## src/hdl/ptd_pkg.sv

```systemverilog
`default_nettype none

package ptd_pkg;

	// table geometry
	localparam int SLOTS  = 16;
	localparam int LEVELS = 4;

	// fixed field widths
	localparam int CFG_W    = 5;
	localparam int REQ_W    = 3;
	localparam int HANDLE_W = 16;
	localparam int PRI_W    = 2;
	localparam int RS_W     = 2;
	localparam int STATUS_W = 3;
	localparam int RUN_W    = 7;

	// derived widths
	localparam int SLOT_W = (SLOTS > 1) ? $clog2(SLOTS) : 1;
	localparam int IDX_W  = $clog2(SLOTS + 1);
	localparam int CNT_W  = (IDX_W > CFG_W) ? IDX_W : CFG_W;
	localparam int LVL_W  = (LEVELS > 1) ? $clog2(LEVELS) : 1;
	localparam int LCMP_W = (LVL_W > PRI_W) ? LVL_W : PRI_W;

	localparam logic [CFG_W-1:0] SLOTS_IN_USE_RST = CFG_W'(16);
	localparam logic [RUN_W-1:0] RUN_MAX          = RUN_W'(64);

	// request codes
	localparam logic [REQ_W-1:0] REQ_CREATE   = 3'd0;
	localparam logic [REQ_W-1:0] REQ_DESTROY  = 3'd1;
	localparam logic [REQ_W-1:0] REQ_DISPATCH = 3'd2;
	localparam logic [REQ_W-1:0] REQ_COMPLETE = 3'd3;
	localparam logic [REQ_W-1:0] REQ_QUERY    = 3'd4;

	// status codes
	localparam logic [STATUS_W-1:0] STS_OK         = 3'd0;
	localparam logic [STATUS_W-1:0] STS_BAD_HANDLE = 3'd1;
	localparam logic [STATUS_W-1:0] STS_NOT_FOUND  = 3'd2;
	localparam logic [STATUS_W-1:0] STS_FULL       = 3'd3;
	localparam logic [STATUS_W-1:0] STS_WRONG      = 3'd4;
	localparam logic [STATUS_W-1:0] STS_DONE       = 3'd5;

	// run states
	localparam logic [RS_W-1:0] RS_READY      = 2'd0;
	localparam logic [RS_W-1:0] RS_RUNNING    = 2'd1;
	localparam logic [RS_W-1:0] RS_YIELDED    = 2'd2;
	localparam logic [RS_W-1:0] RS_TERMINATED = 2'd3;

	typedef struct packed {
		logic [REQ_W-1:0]    req_type;
		logic [HANDLE_W-1:0] task_handle;
		logic [PRI_W-1:0]    task_priority;
		logic                outcome;
	} req_t;

	typedef struct packed {
		logic [STATUS_W-1:0] status;
		logic [HANDLE_W-1:0] result_handle;
		logic [PRI_W-1:0]    result_priority;
		logic [RS_W-1:0]     result_state;
		logic [RUN_W-1:0]    tasks_run;
	} rsp_t;

endpackage

`default_nettype wire

```

## src/hdl/priority_task_table_dispatcher.sv

```systemverilog
`default_nettype none
// flow: requests refused at once go from idle straight to the response state; the others first
//   visit k slots in the scan state with the single-slot compare unit (create and lookups: up to
//   n + 1, dispatch: up to LEVELS * (n + 1), complete: 1); n = usable slot count
// handshake: one request at a time, the next beat is taken once the result of the last
//   one is loaded into the output register; the response state waits while out_stall holds it
// reset: asynchronous, clears the slot table, live and pass counts, handle counter back to 1, slots_in_use back to 16
module priority_task_table_dispatcher (
	input  wire                              clk,
	input  wire                              arst_n,
	input  wire                              in_valid,
	output logic                             in_stall,
	input  wire ptd_pkg::req_t               in_data,
	output logic                             out_valid,
	input  wire                              out_stall,
	output ptd_pkg::rsp_t                    out_data,
	input  wire                              cfg_we,
	input  wire [ptd_pkg::CFG_W-1:0]         cfg_wdata
);
	import ptd_pkg::*;

	// small sequencer: take a beat, walk the table one slot a cycle, hand over the result
	typedef enum logic [1:0] {
		S_IDLE,
		S_SCAN,
		S_RESP
	} state_t;

	state_t state_q;

	// slot table, 16 entries in flops, read through one shared index
	logic [HANDLE_W-1:0] handle_q [SLOTS];
	logic [PRI_W-1:0]    pri_q    [SLOTS];
	logic [RS_W-1:0]     rs_q     [SLOTS];

	logic [CFG_W-1:0]    slots_in_use_q;
	logic [IDX_W-1:0]    live_q;
	logic [HANDLE_W-1:0] handle_ctr_q;
	logic [SLOT_W-1:0]   running_slot_q;
	logic                running_valid_q;
	logic [LVL_W-1:0]    scan_level_q;
	logic [IDX_W-1:0]    scan_slot_q;
	logic [RUN_W-1:0]    pass_count_q;

	// request in flight
	req_t                req_q;
	logic [IDX_W-1:0]    idx_q;
	rsp_t                res_q;
	rsp_t                out_q;
	logic                out_valid_q;

	// combinational view of the slot under the index
	logic [IDX_W-1:0]    usable;
	logic                in_range;
	logic [SLOT_W-1:0]   rd_slot;
	logic [HANDLE_W-1:0] rd_handle;
	logic [PRI_W-1:0]    rd_pri;
	logic [RS_W-1:0]     rd_rs;
	logic                cand;
	logic [HANDLE_W-1:0] handle_ctr_inc;
	logic [RS_W-1:0]     done_rs;

	// capacity is clipped to the table size
	assign usable = (CNT_W'(slots_in_use_q) > CNT_W'(SLOTS)) ? IDX_W'(SLOTS)
		: IDX_W'(slots_in_use_q);
	assign in_range  = idx_q < usable;
	assign rd_slot   = idx_q[SLOT_W-1:0];
	assign rd_handle = handle_q[rd_slot];
	assign rd_pri    = pri_q[rd_slot];
	assign rd_rs     = rs_q[rd_slot];

	// dispatch candidate at the current level
	always_comb begin
		cand = (rd_handle != '0)
			&& (LCMP_W'(rd_pri) == LCMP_W'(scan_level_q))
			&& (rd_rs inside {RS_READY, RS_YIELDED});
	end

	// next handle, never zero after a wrap
	assign handle_ctr_inc = (handle_ctr_q + HANDLE_W'(1) == '0) ? HANDLE_W'(1)
		: handle_ctr_q + HANDLE_W'(1);
	assign done_rs = req_q.outcome ? RS_TERMINATED : RS_YIELDED;

	assign in_stall  = (state_q != S_IDLE);
	assign out_valid = out_valid_q;
	assign out_data  = out_q;

	always_ff @(posedge clk or negedge arst_n) begin
		if (!arst_n) begin
			state_q         <= S_IDLE;
			for (int i = 0; i < SLOTS; i++) begin
				handle_q[i] <= '0;
				pri_q[i]    <= '0;
				rs_q[i]     <= '0;
			end
			slots_in_use_q  <= SLOTS_IN_USE_RST;
			live_q          <= '0;
			handle_ctr_q    <= HANDLE_W'(1);
			running_slot_q  <= '0;
			running_valid_q <= 1'b0;
			scan_level_q    <= LVL_W'(LEVELS - 1);
			scan_slot_q     <= '0;
			pass_count_q    <= '0;
			out_valid_q     <= 1'b0;
			idx_q           <= '0;
			req_q           <= '0;
			res_q           <= '0;
			out_q           <= '0;
		end else begin
			if (cfg_we) begin
				slots_in_use_q <= cfg_wdata;
			end

			// result beat leaves the output register (the response state reloads it itself)
			if (out_valid_q && !out_stall && state_q != S_RESP) begin
				out_valid_q <= 1'b0;
			end

			case (state_q)
				S_IDLE: begin
					// res_q is already clear here, it is emptied when handed over
					if (in_valid) begin
						req_q <= in_data;
						case (in_data.req_type)
							REQ_CREATE: begin
								idx_q <= '0;
								if (live_q < usable) begin
									state_q <= S_SCAN;
								end else begin
									res_q.status <= STS_FULL;
									state_q      <= S_RESP;
								end
							end
							REQ_DESTROY, REQ_QUERY: begin
								idx_q <= '0;
								if (in_data.task_handle == '0) begin
									res_q.status <= STS_BAD_HANDLE;
									state_q      <= S_RESP;
								end else begin
									state_q <= S_SCAN;
								end
							end
							REQ_DISPATCH: begin
								if (running_valid_q) begin
									res_q.status <= STS_WRONG;
									state_q      <= S_RESP;
								end else begin
									// pass resumes where the last dispatch left it
									idx_q   <= scan_slot_q;
									state_q <= S_SCAN;
								end
							end
							REQ_COMPLETE: begin
								if (running_valid_q) begin
									idx_q   <= IDX_W'(running_slot_q);
									state_q <= S_SCAN;
								end else begin
									res_q.status <= STS_WRONG;
									state_q      <= S_RESP;
								end
							end
							default: begin
								// unknown request: no change
								res_q.status <= STS_WRONG;
								state_q      <= S_RESP;
							end
						endcase
					end
				end

				S_SCAN: begin
					case (req_q.req_type)
						REQ_CREATE: begin
							if (!in_range) begin
								res_q.status <= STS_FULL;
								state_q      <= S_RESP;
							end else if (rd_handle == '0) begin
								handle_q[rd_slot]     <= handle_ctr_q;
								pri_q[rd_slot]        <= req_q.task_priority;
								rs_q[rd_slot]         <= RS_READY;
								handle_ctr_q          <= handle_ctr_inc;
								live_q                <= live_q + IDX_W'(1);
								res_q.status          <= STS_OK;
								res_q.result_handle   <= handle_ctr_q;
								res_q.result_priority <= req_q.task_priority;
								res_q.result_state    <= RS_READY;
								state_q               <= S_RESP;
							end else begin
								idx_q <= idx_q + IDX_W'(1);
							end
						end
						REQ_DESTROY, REQ_QUERY: begin
							if (!in_range) begin
								res_q.status <= STS_NOT_FOUND;
								state_q      <= S_RESP;
							end else if (rd_handle == req_q.task_handle) begin
								state_q <= S_RESP;
								if (req_q.req_type == REQ_QUERY) begin
									res_q.status          <= STS_OK;
									res_q.result_handle   <= rd_handle;
									res_q.result_priority <= rd_pri;
									res_q.result_state    <= rd_rs;
								end else if (rd_rs == RS_RUNNING) begin
									res_q.status <= STS_WRONG;
								end else begin
									handle_q[rd_slot] <= '0;
									pri_q[rd_slot]    <= '0;
									rs_q[rd_slot]     <= '0;
									if (live_q != '0) begin
										live_q <= live_q - IDX_W'(1);
									end
									res_q.status <= STS_OK;
								end
							end else begin
								idx_q <= idx_q + IDX_W'(1);
							end
						end
						REQ_DISPATCH: begin
							if (!in_range) begin
								if (scan_level_q == '0) begin
									// pass exhausted: report and rearm
									res_q.status    <= STS_DONE;
									res_q.tasks_run <= pass_count_q;
									scan_level_q    <= LVL_W'(LEVELS - 1);
									scan_slot_q     <= '0;
									pass_count_q    <= '0;
									state_q         <= S_RESP;
								end else begin
									scan_level_q <= scan_level_q - LVL_W'(1);
									scan_slot_q  <= '0;
									idx_q        <= '0;
								end
							end else if (cand) begin
								rs_q[rd_slot]         <= RS_RUNNING;
								running_slot_q        <= rd_slot;
								running_valid_q       <= 1'b1;
								scan_slot_q           <= idx_q + IDX_W'(1);
								if (pass_count_q < RUN_MAX) begin
									pass_count_q <= pass_count_q + RUN_W'(1);
								end
								res_q.status          <= STS_OK;
								res_q.result_handle   <= rd_handle;
								res_q.result_priority <= rd_pri;
								res_q.result_state    <= RS_RUNNING;
								state_q               <= S_RESP;
							end else begin
								idx_q <= idx_q + IDX_W'(1);
							end
						end
						REQ_COMPLETE: begin
							rs_q[rd_slot]         <= done_rs;
							running_valid_q       <= 1'b0;
							res_q.status          <= STS_OK;
							res_q.result_handle   <= rd_handle;
							res_q.result_priority <= rd_pri;
							res_q.result_state    <= done_rs;
							state_q               <= S_RESP;
						end
						default: begin
							res_q.status <= STS_WRONG;
							state_q      <= S_RESP;
						end
					endcase
				end

				S_RESP: begin
					// load the output register once it is free or draining
					if (!out_valid_q || !out_stall) begin
						out_q       <= res_q;
						out_valid_q <= 1'b1;
						res_q       <= '0;
						state_q     <= S_IDLE;
					end
				end

				default: begin
					state_q <= S_IDLE;
				end
			endcase
		end
	end

	// the running slot is always marked running in the table
	a_running_marked: assert property (@(posedge clk) disable iff (!arst_n)
		running_valid_q |-> (rs_q[running_slot_q] == RS_RUNNING))
		else $error("running slot not marked running");

	// handle counter never lands on the invalid handle
	a_handle_nonzero: assert property (@(posedge clk) disable iff (!arst_n)
		handle_ctr_q != '0)
		else $error("handle counter reached zero");

	// live count bounded by the table
	a_live_bound: assert property (@(posedge clk) disable iff (!arst_n)
		live_q <= IDX_W'(SLOTS))
		else $error("live task count above table size");

	// run count saturates
	a_run_sat: assert property (@(posedge clk) disable iff (!arst_n)
		pass_count_q <= RUN_MAX)
		else $error("pass run count above saturation");

	// a result beat only appears from the response state
	a_out_from_resp: assert property (@(posedge clk) disable iff (!arst_n)
		$rose(out_valid_q) |-> $past(state_q == S_RESP))
		else $error("result raised outside response state");

endmodule

`default_nettype wire

```

## config.mk

```make
export PLATFORM = sky130hd
export DESIGN_NAME = priority_task_table_dispatcher
export DESIGN_NICKNAME = d
export VERILOG_FILES = /design/src/hdl/ptd_pkg.sv /design/src/hdl/priority_task_table_dispatcher.sv
export SDC_FILE = /design/constraint.sdc
export NUM_CORES = 1
export LEC_CHECK = 0
export BUFFER_PORTS_ARGS = -buffer_cell sky130_fd_sc_hd__buf_2
export CORE_AREA = 10 10 215 217
export DETAILED_ROUTE_END_ITERATION = 10
export DIE_AREA = 0 0 225 227
export GPL_TIMING_DRIVEN = 0
export PLACE_DENSITY = 0.73
export SLEW_MARGIN = 5
export SYNTH_ARGS = -nofsm -noshare
export SYNTH_HDL_FRONTEND = slang
export SYNTH_SLANG_ARGS = --single-unit
```

## constraint.sdc

```tcl
create_clock -name clk -period 6.2 [get_ports clk]
set_input_delay 1.55 -clock clk [delete_from_list [all_inputs] [get_ports clk]]
set_output_delay 1.55 -clock clk [all_outputs]
set_load 0.005 [all_outputs]
```

# Word level (Yosys, flattened, before mapping)
# Index checks and enable logic that the tools add are counted.
# op_classes
eq_ne,55
bitwise_logic,10
add_sub_neg,6
magnitude_cmp,6
n_mux,119
n_reduce_logical,46
# ops
operator,count
$mux W256,6
$pmux W256 S2,1
$mux W32,14
$and A256 B256 Y256,1
$bwmux W256,1
$not A256 Y256,1
$pmux W32 S4,1
$mux W5,20
$mux W20,4
$pmux W20 S4,1
$mux W23,3
$and A32 B32 Y32,2
$bmux W16 S4,1
$bwmux W32,2
$demux W16 S4,1
$mux W16,4
$pmux W32 S2,1
$pmux W27 S2,1
$mux W7,7
$logic_not A16 Y1,3
$ne A3 B3 Y1 const B,15
$mux W2,19
$mux W3,11
$not A32 Y32,1
other kinds (61),121
# word_totals
wordCells,315
output_inout_bits,32
reg_bits,455
in_bits,32

# Longest topological paths before layout
# Gate-level depths: netlist (run 1).
# depth
depth_word,12
ltp_mapped,16
depth_no_buf,12

# Least setup slack after synthesis (run 1)
# No wires, ideal clock.
# synth_path
path_type,register -> register
startpoint,register idx_q[1]
endpoint,register handle_q[21] (netlist bit)
path_slack_ns,2.154
required_ns,6.075
arrival_time_ns,3.921
setup_ns,0.125
period_less_slack_ns,4.046
path_buffers,5
stages_incl_launch_ff,15
cell_sequence,dfrtp_1 buf_2 buf_2 buf_2 buf_2 mux4_2 mux2i_1 nor4b_1 nand3_1 a2111o_1 o22ai_4 nand2_4 nor2_2 buf_4 mux2_2
# synth_via
elab_chain_len,12
word_cells_on_any_way,32
cone_classes,3 x order compare; 7 x eq/ne; 16 x mux; 3 x bitwise; 3 x reduce/logical
# synth_rtl
item,line,source
start: declaration,priority_task_table_dispatcher.sv:47,logic [IDX_W-1:0] idx_q;
start signal: assignment,priority_task_table_dispatcher.sv:149,idx_q <= scan_slot_q;
start signal: assignment,priority_task_table_dispatcher.sv:155,idx_q <= IDX_W'(running_slot_q);
start signal: assignment,priority_task_table_dispatcher.sv:189,idx_q <= idx_q + IDX_W'(1);
$not A4 Y5 (not written as such),-,
$ge A5 B5 Y1 (not written as such) or $lt A5 B1 Y1 (tied branches),"priority_task_table_dispatcher.sv:178, priority_task_table_dispatcher.sv:206",
$logic_and A1 B1 Y1 (not written as such),"priority_task_table_dispatcher.sv:178, priority_task_table_dispatcher.sv:206",
$mux W16 (not written as such),"priority_task_table_dispatcher.sv:178, priority_task_table_dispatcher.sv:206",
$demux W16 S4,"priority_task_table_dispatcher.sv:178, priority_task_table_dispatcher.sv:206",
$not A256 Y256 (no source line),-,
$and A256 B256 Y256 (no source line),-,
$mux W256,priority_task_table_dispatcher.sv:203,end else if (rd_rs == RS_RUNNING) begin
$mux W256,priority_task_table_dispatcher.sv:198,if (req_q.req_type == REQ_QUERY) begin
$mux W256,priority_task_table_dispatcher.sv:196,end else if (rd_handle == req_q.task_handle) begin
$mux W256,priority_task_table_dispatcher.sv:193,if (!in_range) begin
$pmux W256 S2,priority_task_table_dispatcher.sv:172,case (req_q.req_type)
end signal: indexed assignment,priority_task_table_dispatcher.sv:178,handle_q[rd_slot] <= handle_ctr_q;
end: declaration,priority_task_table_dispatcher.sv:32,logic [HANDLE_W-1:0] handle_q [SLOTS];
# Parallel ways exist; a longest one is shown, timed or not. The select of a mux whose other input is x is not followed.
# A chain may end at the register's enable or synchronous reset.

# Worst setup path after layout (run 1)
# layout_path
startpoint,register idx_q[2]
endpoint,register handle_q[29] (netlist bit)
# The elaborated chain is that of the path after synthesis.

==> results of run 1 <==
layer usage:
| metal | vias up | global-route usage | part of all wire |
|---|---|---|---|
| met3 | 115 | 0.0436 | 0.074 |
| met5 | - | 0 | 0 |
| met4 | 0 | 0.0967 | 0.037 |
| li1 | 6475 | - | - |
| met2 | 598 | 0.383 | 0.46 |
| met1 | 7780 | 0.321 | 0.42 |
flip-flops by register name, indices dropped and copies added, names as in the netlist, 7 cells and up, named ones only:
signal and flops:
handle_q 256, pri_q 32, rs_q 31, out_data 30
res_q 30, req_q 22, handle_ctr_q 16, pass_count_q 7
per-stage QoR:
| stage | total power, mW | util | cell area [µm²] | hold slack, ns |
|---|---|---|---|---|
| floorplan | 4.63 | - | 22400 | 0.444 |
| finish | 8.21 | 0.600 | 25100 | 0.476 |
| global route | 8.53 | 0.600 | 25100 | 0.510 |
| CTS | 8.22 | 0.600 | 25100 | 0.483 |
| detailed placement | 5.27 | 0.561 | 23400 | 0.470 |
| global placement | 5.22 | 0.559 | 23300 | 0.470 |
what timing repair did:
action / CTS / global route
hold buffers: 0 / 0
endpoints found under the setup margin: 0 / 60
resized for setup: 0 / 2
where the power goes:
part	switching (mW)	internal [mW]	total, mW
sequential	0.172	3.18	3.35
clock	1.21	1.75	2.96
combinational	1.17	0.727	1.90
placed cells by master (no fill, tap or decap), types with 5 or more instances in the layout:
master     instances
nor2_2             5
buf_2             87
clkbuf_16         50
and2_1             6
inv_1             22
a22oi_1           10
dfrtp_1          451
buf_1             10
mux4_2            60
nor3_1            17
nand2b_1          29
xor2_1            19
clkbuf_1          72
nand3_1           38
o21ai_0           38
nand4_1           10
and2_0            16
nor2b_1           10
xnor2_1           22
a21oi_1           47
buf_6              5
and3_1            13
mux2_2           452
ha_1              22
o21a_1             5
nor2_1            60
buf_4             15
a21o_1             6
o22ai_1           21
nor4_1            11
a22o_1            10
nand2_1           87
clkbuf_8          12
or3_1              7
mux2i_1           28
o211ai_1           9
clkinv_2           6
a211oi_1           6
worst max path at each step:
| stage | endpoint | slack, ns | depth (start not counted) | startpoint |
|---|---|---|---|---|
| final | handle_q[29]$_DFFE_PN0P_ | 0.04 | 13 | idx_q[2]$_DFFE_PN0P_ |
| after floorplan | handle_q[21]$_DFFE_PN0P_ | 2.15 | 14 | idx_q[1]$_DFFE_PN0P_ |
| after global routing | handle_q[28]$_DFFE_PN0P_ | 0.07 | 13 | idx_q[2]$_DFFE_PN0P_ |
| after CTS | pri_q[18]$_DFFE_PN0P_ | 0.06 | 14 | idx_q[1]$_DFFE_PN0P_ |
| after global placement | handle_q[25]$_DFFE_PN0P_ | -5.23 | 1 | arst_n |
| after detailed placement | handle_q[152]$_DFFE_PN0P_ | 0.13 | 14 | idx_q[1]$_DFFE_PN0P_ |
worst reg2reg max path: cells and delay by family, from the launching register on:
kind	cells	cell delay (ns)
simple gates	4	1.27
flops	1	0.51
buf+inv	4	2.34
compound gates	3	1.33
mux	1	0.36
xor+xnor	1	0.21
cell families (layout without fill, tap and decap cells):
kind of cell,Yosys count,after routing,synth area share
AND/OR/NAND/NOR,339,339,0.0790
buffers and inverters,138,292,0.0288
adder cells (fa/ha/maj),23,23,0.0132
AO/OA/AOI/OAI,178,178,0.0523
multiplexers,541,541,0.301
XOR/XNOR,41,41,0.0161
flip-flops,455,455,0.510
final cells by class:
type | instances | area [µm²] | share of cell area
flip-flops and latches | 455 | 11400 | 0.454
multi-input cells | 1122 | 10300 | 0.412
clock buffers | 75 | 1470 | 0.0584
well taps | 539 | 674 | 0.0269
plain buffers | 115 | 558 | 0.0223
repair buffers | 66 | 408 | 0.0163
clock inverters | 13 | 160 | 0.00639
inverters | 23 | 86.3 | 0.00344
==> summary.md, run 1 <==
| Metric | Value |
|---|---|
| Crit. End Element | register |
| Crit Path Class | reg -> reg |
| Worst setup margin | 0.0390 ns |
| HP Class | reg -> reg |
| CP max stage delay | 0.92 ns |
| Min Tclk post-route | 6.16 ns |
| GR Util All Layers | 0.240 |
| P_leak | 11.8 nW |
| Worst vdd ir | 0.221 mV |
| Worst slack, placed | 0.130 ns |
| Die Area | 0.0511 mm² |
| Reg2Reg Setup Slack | 0.04 ns |
| Congestion Overflow GR | 0 |
| CP max FO | 10 |
| WHS Endpoint | res_q[2]$_DFFE_PN0P_ |
| GP Congestion | 0.905 |
| Clock Tree Buf Depth | 3 |
| Most frequent cell after synthesis | mux2_2 |
| Layout cells sized above 1 | 0.388 |
| Max_slew headroom | 0.219 |
| R2R Path End | handle_q[29]$_DFFE_PN0P_ |
| WL/cell | 25.3 µm |
| Hpwl dp | 43000 µm |
| DRT Pass-1 Iters | 8 |
| Clk Tree Root Cell | clkbuf_16 |
| Skew-Pair Late Insertion Delay | 0.60 ns |
| Status | complete, no violations |
| Largest net degree at the start of global routing | 125 |
| Setup TNS | 0 ns |
| H-Tree Level Count | 2 |
| Worst path slowest cell | clkbuf_1 |
| Final hold violations | 0 |
| Clk_skew | 0.0345 ns |
| TritonCTS Buffers | 48 |
| Mapped Area | 0.0224 mm² |
| Prevailing post-synth register cell | dfrtp_1 |
| Core box area | 0.0418 mm² |
| IO Port Bufs | 63 |
| Initial DRC count | 1475 |
| Vias in the first global route | 15300 |
| Critical Path Start Type | register |
| Post-Route WL | 60800 µm |
| Reg2Reg Depth | 13 |
| Worst Tran Pin Value | 1.16 ns |
| Mapped Nets | 1770 |
| Synth Instances | 1715 |
| CTS Sinks | 455 |
| Die height | 227 µm |
| Area share of the largest cell type after synthesis | 0.505 |
| Mean Syn Cell Area | 13.0 µm² |
| Worst-path clk slew | 0.06 ns |
| RSZ-0062 raised after global routing | no |
| CP delay by family, top | buffers and inverters |
| Max-cap violations | 0 |
| Reg2reg start | idx_q[2]$_DFFE_PN0P_ |
| Critical Path RT | 6.67 ns |
| Nets | 1886 |
| Synth cell types | 71 |
| Synth top cells by count | 452 x mux2_2, 451 x dfrtp_1, 87 x nand2_1 |
| Drc violations | 0 |
| #FFs+latches synth | 455 |
| Initial antenna violation count | 0 |
| Cells along the critical path | buf_2 > buf_1 > clkbuf_1 > nor2_1 > a221oi_1 > xnor2_1 > a31oi_1 > nand4b_1 > o22ai_4 > nand2_4 > nor2_2 > buf_4 > mux2_2 |
| Ys Warns | 0 |
| Hold depth | 2 |
| Global-route wire length before repair | 93700 µm |
| Ant diodes | 0 |
| Synth-to-layout area growth | 12.2% |
| Vias per cell | 6.22 |
| PwrDens | 327 mW/mm² |
| Post-DRT Antenna Nets | 0 |
| Buf/Inv on CP | 4 |
| Post-CTS setup buffer count | 0 |
| Number of enable flip-flop cells after synthesis | 0 |
| Async set-reset flop share out of synthesis | 1.00 |
| FP Rows | 75 |
| CTS tree | done |
| Register area share after synthesis | 0.510 |
| Non-filler instance count after layout | 2408 |
| Worst Path Arrival | 6.63 ns |
| Fillers | 3202 |
| Starting density of the core | 0.535 |
| Fin crit share | 0.994 |
| Placed instance count | 2320 |
| Top Ports | 64 |
| Largest cells by area after synthesis | dfrtp_1 50%, mux2_2 23%, mux4_2 6.0% |
| Maximum clock frequency | 162 MHz |
| Vias | 15000 |
| Area leader, netlist | dfrtp_1 |
| Die Width | 225 µm |
| Fin. max-slew vios | 0 |
| Final setup viols | 0 |
| Hold Path Origin | res_q[2]$_DFFE_PN0P_ |
Power figures use the tool's default switching activity.
==> inputs of run 2 (changes only) <==
BUFFER_PORTS_ARGS = not set   (was -buffer_cell sky130_fd_sc_hd__buf_2)
DONT_BUFFER_PORTS = 1   (was not set)
MAX_ROUTING_LAYER = met4   (was not set)
PLACE_DENSITY = 0.72   (was 0.73)
==> run 2 against run 1 <==
The flow now finishes with violations (slew limit). Setup slack better by 0.18 ns. Global-route usage rose by 0.38 points. Fmax up 3.0%. Total power decreased by 3.6%. Clock power decreased by 6%. Die area unchanged. First-iteration DRC count fell by 12%. Critical path depth up 2. Sequential share of layout area up 0.95 points. Via count fell by 2.4%. Combinational power is 7% lower. Sequential power about the same.
==> summary.md, run 2 (same netlist as run 1, synthesis figures left out) <==
| Metric | Value |
|---|---|
| Status | finished, violations left |
| Failing checks | slew limit |
| Die height | 227 µm |
| DRT Pass-1 Iters | 7 |
| Reg2Reg Setup Slack | 0.22 ns |
| Vias per cell | 6.23 |
| Critical Path RT | 6.67 ns |
| Drc violations | 0 |
| Switch Pwr | 2.46 mW |
| Hold-fix buffers, CTS | 0 |
| Initial antenna violation count | 4 |
| Final setup viols | 0 |
| CTS tree | done |
| Vias in the first global route | 14900 |
| Switching portion of total power | 0.311 |
| Hold Path Origin | res_q[0]$_DFFE_PN0P_ |
| Synth-to-layout area growth | 9.84% |
| RSZ-0062 raised after global routing | no |
| Fin crit share | 0.965 |
| Largest net degree at the start of global routing | 456 |
| WHS Endpoint | res_q[0]$_DFFE_PN0P_ |
| Global-route wire length before repair | 92100 µm |
| H-Tree Level Count | 2 |
| Tot Pwr | 7.91 mW |
| Critical Path Start Type | register |
| P_leak | 11.4 nW |
| Sequential Power Share | 0.425 |
| Core box area | 0.0418 mm² |
| R2R Path End | handle_q[175]$_DFFE_PN0P_ |
| FP Rows | 75 |
| Crit Path Class | reg -> reg |
| Largest registers | handle_q x256, pri_q x32, rs_q x31 |
| Reg2reg start | idx_q[1]$_DFFE_PN0P_ |
| Post-Route WL | 60400 µm |
| CP max FO | 10 |
| Top Ports | 64 |
| Max reg flops | 256 |
| GR Util All Layers | 0.244 |
| Die Area | 0.0511 mm² |
| Vias | 14600 |
| GP Congestion | 0.943 |
| Congestion Overflow GR | 0 |
| Max_slew headroom | -0.0211 |
| Post-DRT Antenna Nets | 0 |
| CTS Sinks | 455 |
| IO Port Bufs | 0 |
| Util after Layout | 0.588 |
| PwrDens | 322 mW/mm² |
| Reg area | 0.0114 mm² |
| Non-filler instance count after layout | 2347 |
| Nets | 1821 |
| Cell-internal power | 5.45 mW |
| Worst-path clk slew | 0.06 ns |
| Worst vdd ir | 0.204 mV |
| Clock Power Share | 0.351 |
| Setup TNS | 0 ns |
| Final hold violations | 0 |
| HP Class | reg -> reg |
| Most frequent cells in the layout | 452 x mux2_2, 451 x dfrtp_1, 87 x nand2_1 |
| Max-cap violations | 0 |
| Hpwl dp | 42600 µm |
| Reg2Reg Depth | 15 |
| Crit. End Element | register |
| Fin. max-slew vios | 73 |
| Area of the multi-input gates | 0.0103 mm² |
| Placed instance count | 2254 |
| WL/cell | 25.7 µm |
| Fillers | 3315 |
| TritonCTS Buffers | 49 |
| Initial DRC count | 1303 |
| Combinational Power Share | 0.224 |
| Maximum clock frequency | 167 MHz |
| Layout cells sized above 1 | 0.363 |
| Starting density of the core | 0.535 |
| Clock Tree Buf Depth | 3 |
| Largest Register | handle_q |
| Skew-Pair Late Insertion Delay | 0.60 ns |
| Commonest non-fill, non-tap cell in the layout | mux2_2 |
| Hold depth | 2 |
| Min Tclk post-route | 5.98 ns |
| Clk_skew | 0.0262 ns |
| Post-route cell area | 0.0246 mm² |
| Post-DP Area | 0.0230 mm² |
| Worst Path Arrival | 6.45 ns |
| Clk Tree Root Cell | clkbuf_16 |
| Die Width | 225 µm |
| Worst Tran Pin Value | 1.53 ns |
[run 2: changes by cell type in the layout (fill, tap and decap cells not counted), moves of 3 or more]
cell,change
buf_2,-62
diode_2,+8
clkbuf_8,-5
buf_16,-3
clkbuf_1,+3
[run 2: area by class of cell]
| class | count | area share |
|---|---|---|
| clock inverters | 12 | 0.00469 |
| clock buffers | 73 | 0.0565 |
| plain buffers | 115 | 0.0228 |
| diodes | 8 | 0.000815 |
| multi-input cells | 1122 | 0.420 |
| flip-flops and latches | 455 | 0.464 |
| well taps | 539 | 0.0275 |
| inverters | 23 | 0.00352 |
[run 2: repair_timing]
action                     CTS  global route
buffers inserted             0             0
setup endpoints to repair    0            31
resized for setup            0             4
[run 2: worst max-delay path by stage]
stage,endpoint,startpoint,slack (ns),cells past startpoint
6_report,handle_q[175]$_DFFE_PN0P_,idx_q[1]$_DFFE_PN0P_,0.22,15
5_1_grt,handle_q[175]$_DFFE_PN0P_,idx_q[1]$_DFFE_PN0P_,0.11,15
4_1_cts,handle_q[175]$_DFFE_PN0P_,idx_q[1]$_DFFE_PN0P_,0.12,15
3_5_place_dp,handle_q[152]$_DFFE_PN0P_,idx_q[1]$_DFFE_PN0P_,0.13,15
3_3_place_gp,handle_q[156]$_DFFE_PN0P_,idx_q[1]$_DFFE_PN0P_,0.18,14
2_1_floorplan,handle_q[21]$_DFFE_PN0P_,idx_q[1]$_DFFE_PN0P_,2.15,14
[run 2: critical path, stage by stage, from the launching register on]
cell and delay, ns:
dfrtp_1 0.48, buf_2 0.31, buf_2 0.33, buf_2 0.32, buf_2 0.43, mux4_2 0.38
mux2i_2 0.49, xnor2_1 0.15, nor4b_1 0.36, a31oi_1 0.23, nand4b_1 0.36, o22ai_4 0.47
nand2_4 0.15, nor2_2 0.58, buf_4 0.39, mux2_2 0.38
[run 2: routing by layer]
metal / track usage / routed length (µm)
met3: 0.0470 / 4370
met5: - / 0
met2: 0.378 / 28000
met4: 0.0842 / 1850
met1: 0.318 / 26200
[run 2: through the flow]
step	worst slack, ns	hold slack [ns]
final	0.219	0.488
after global routing	0.110	0.510
after CTS	0.119	0.493
after detailed placement	0.134	0.480
after global placement	0.179	0.471
after floorplan	2.15	0.444
[run 2: power by group through the flow]
| stage | logic (mW) | clock network, mW | registers (mW) |
|---|---|---|---|
| 6_report | 1.77 | 2.78 | 3.36 |
| 5_1_grt | 1.92 | 2.92 | 3.39 |
| 4_1_cts | 1.76 | 2.81 | 3.36 |
| 3_5_place_dp | 1.75 | 0 | 3.41 |
| 3_3_place_gp | 1.71 | 0 | 3.40 |
| 2_1_floorplan | 1.29 | 0 | 3.34 |
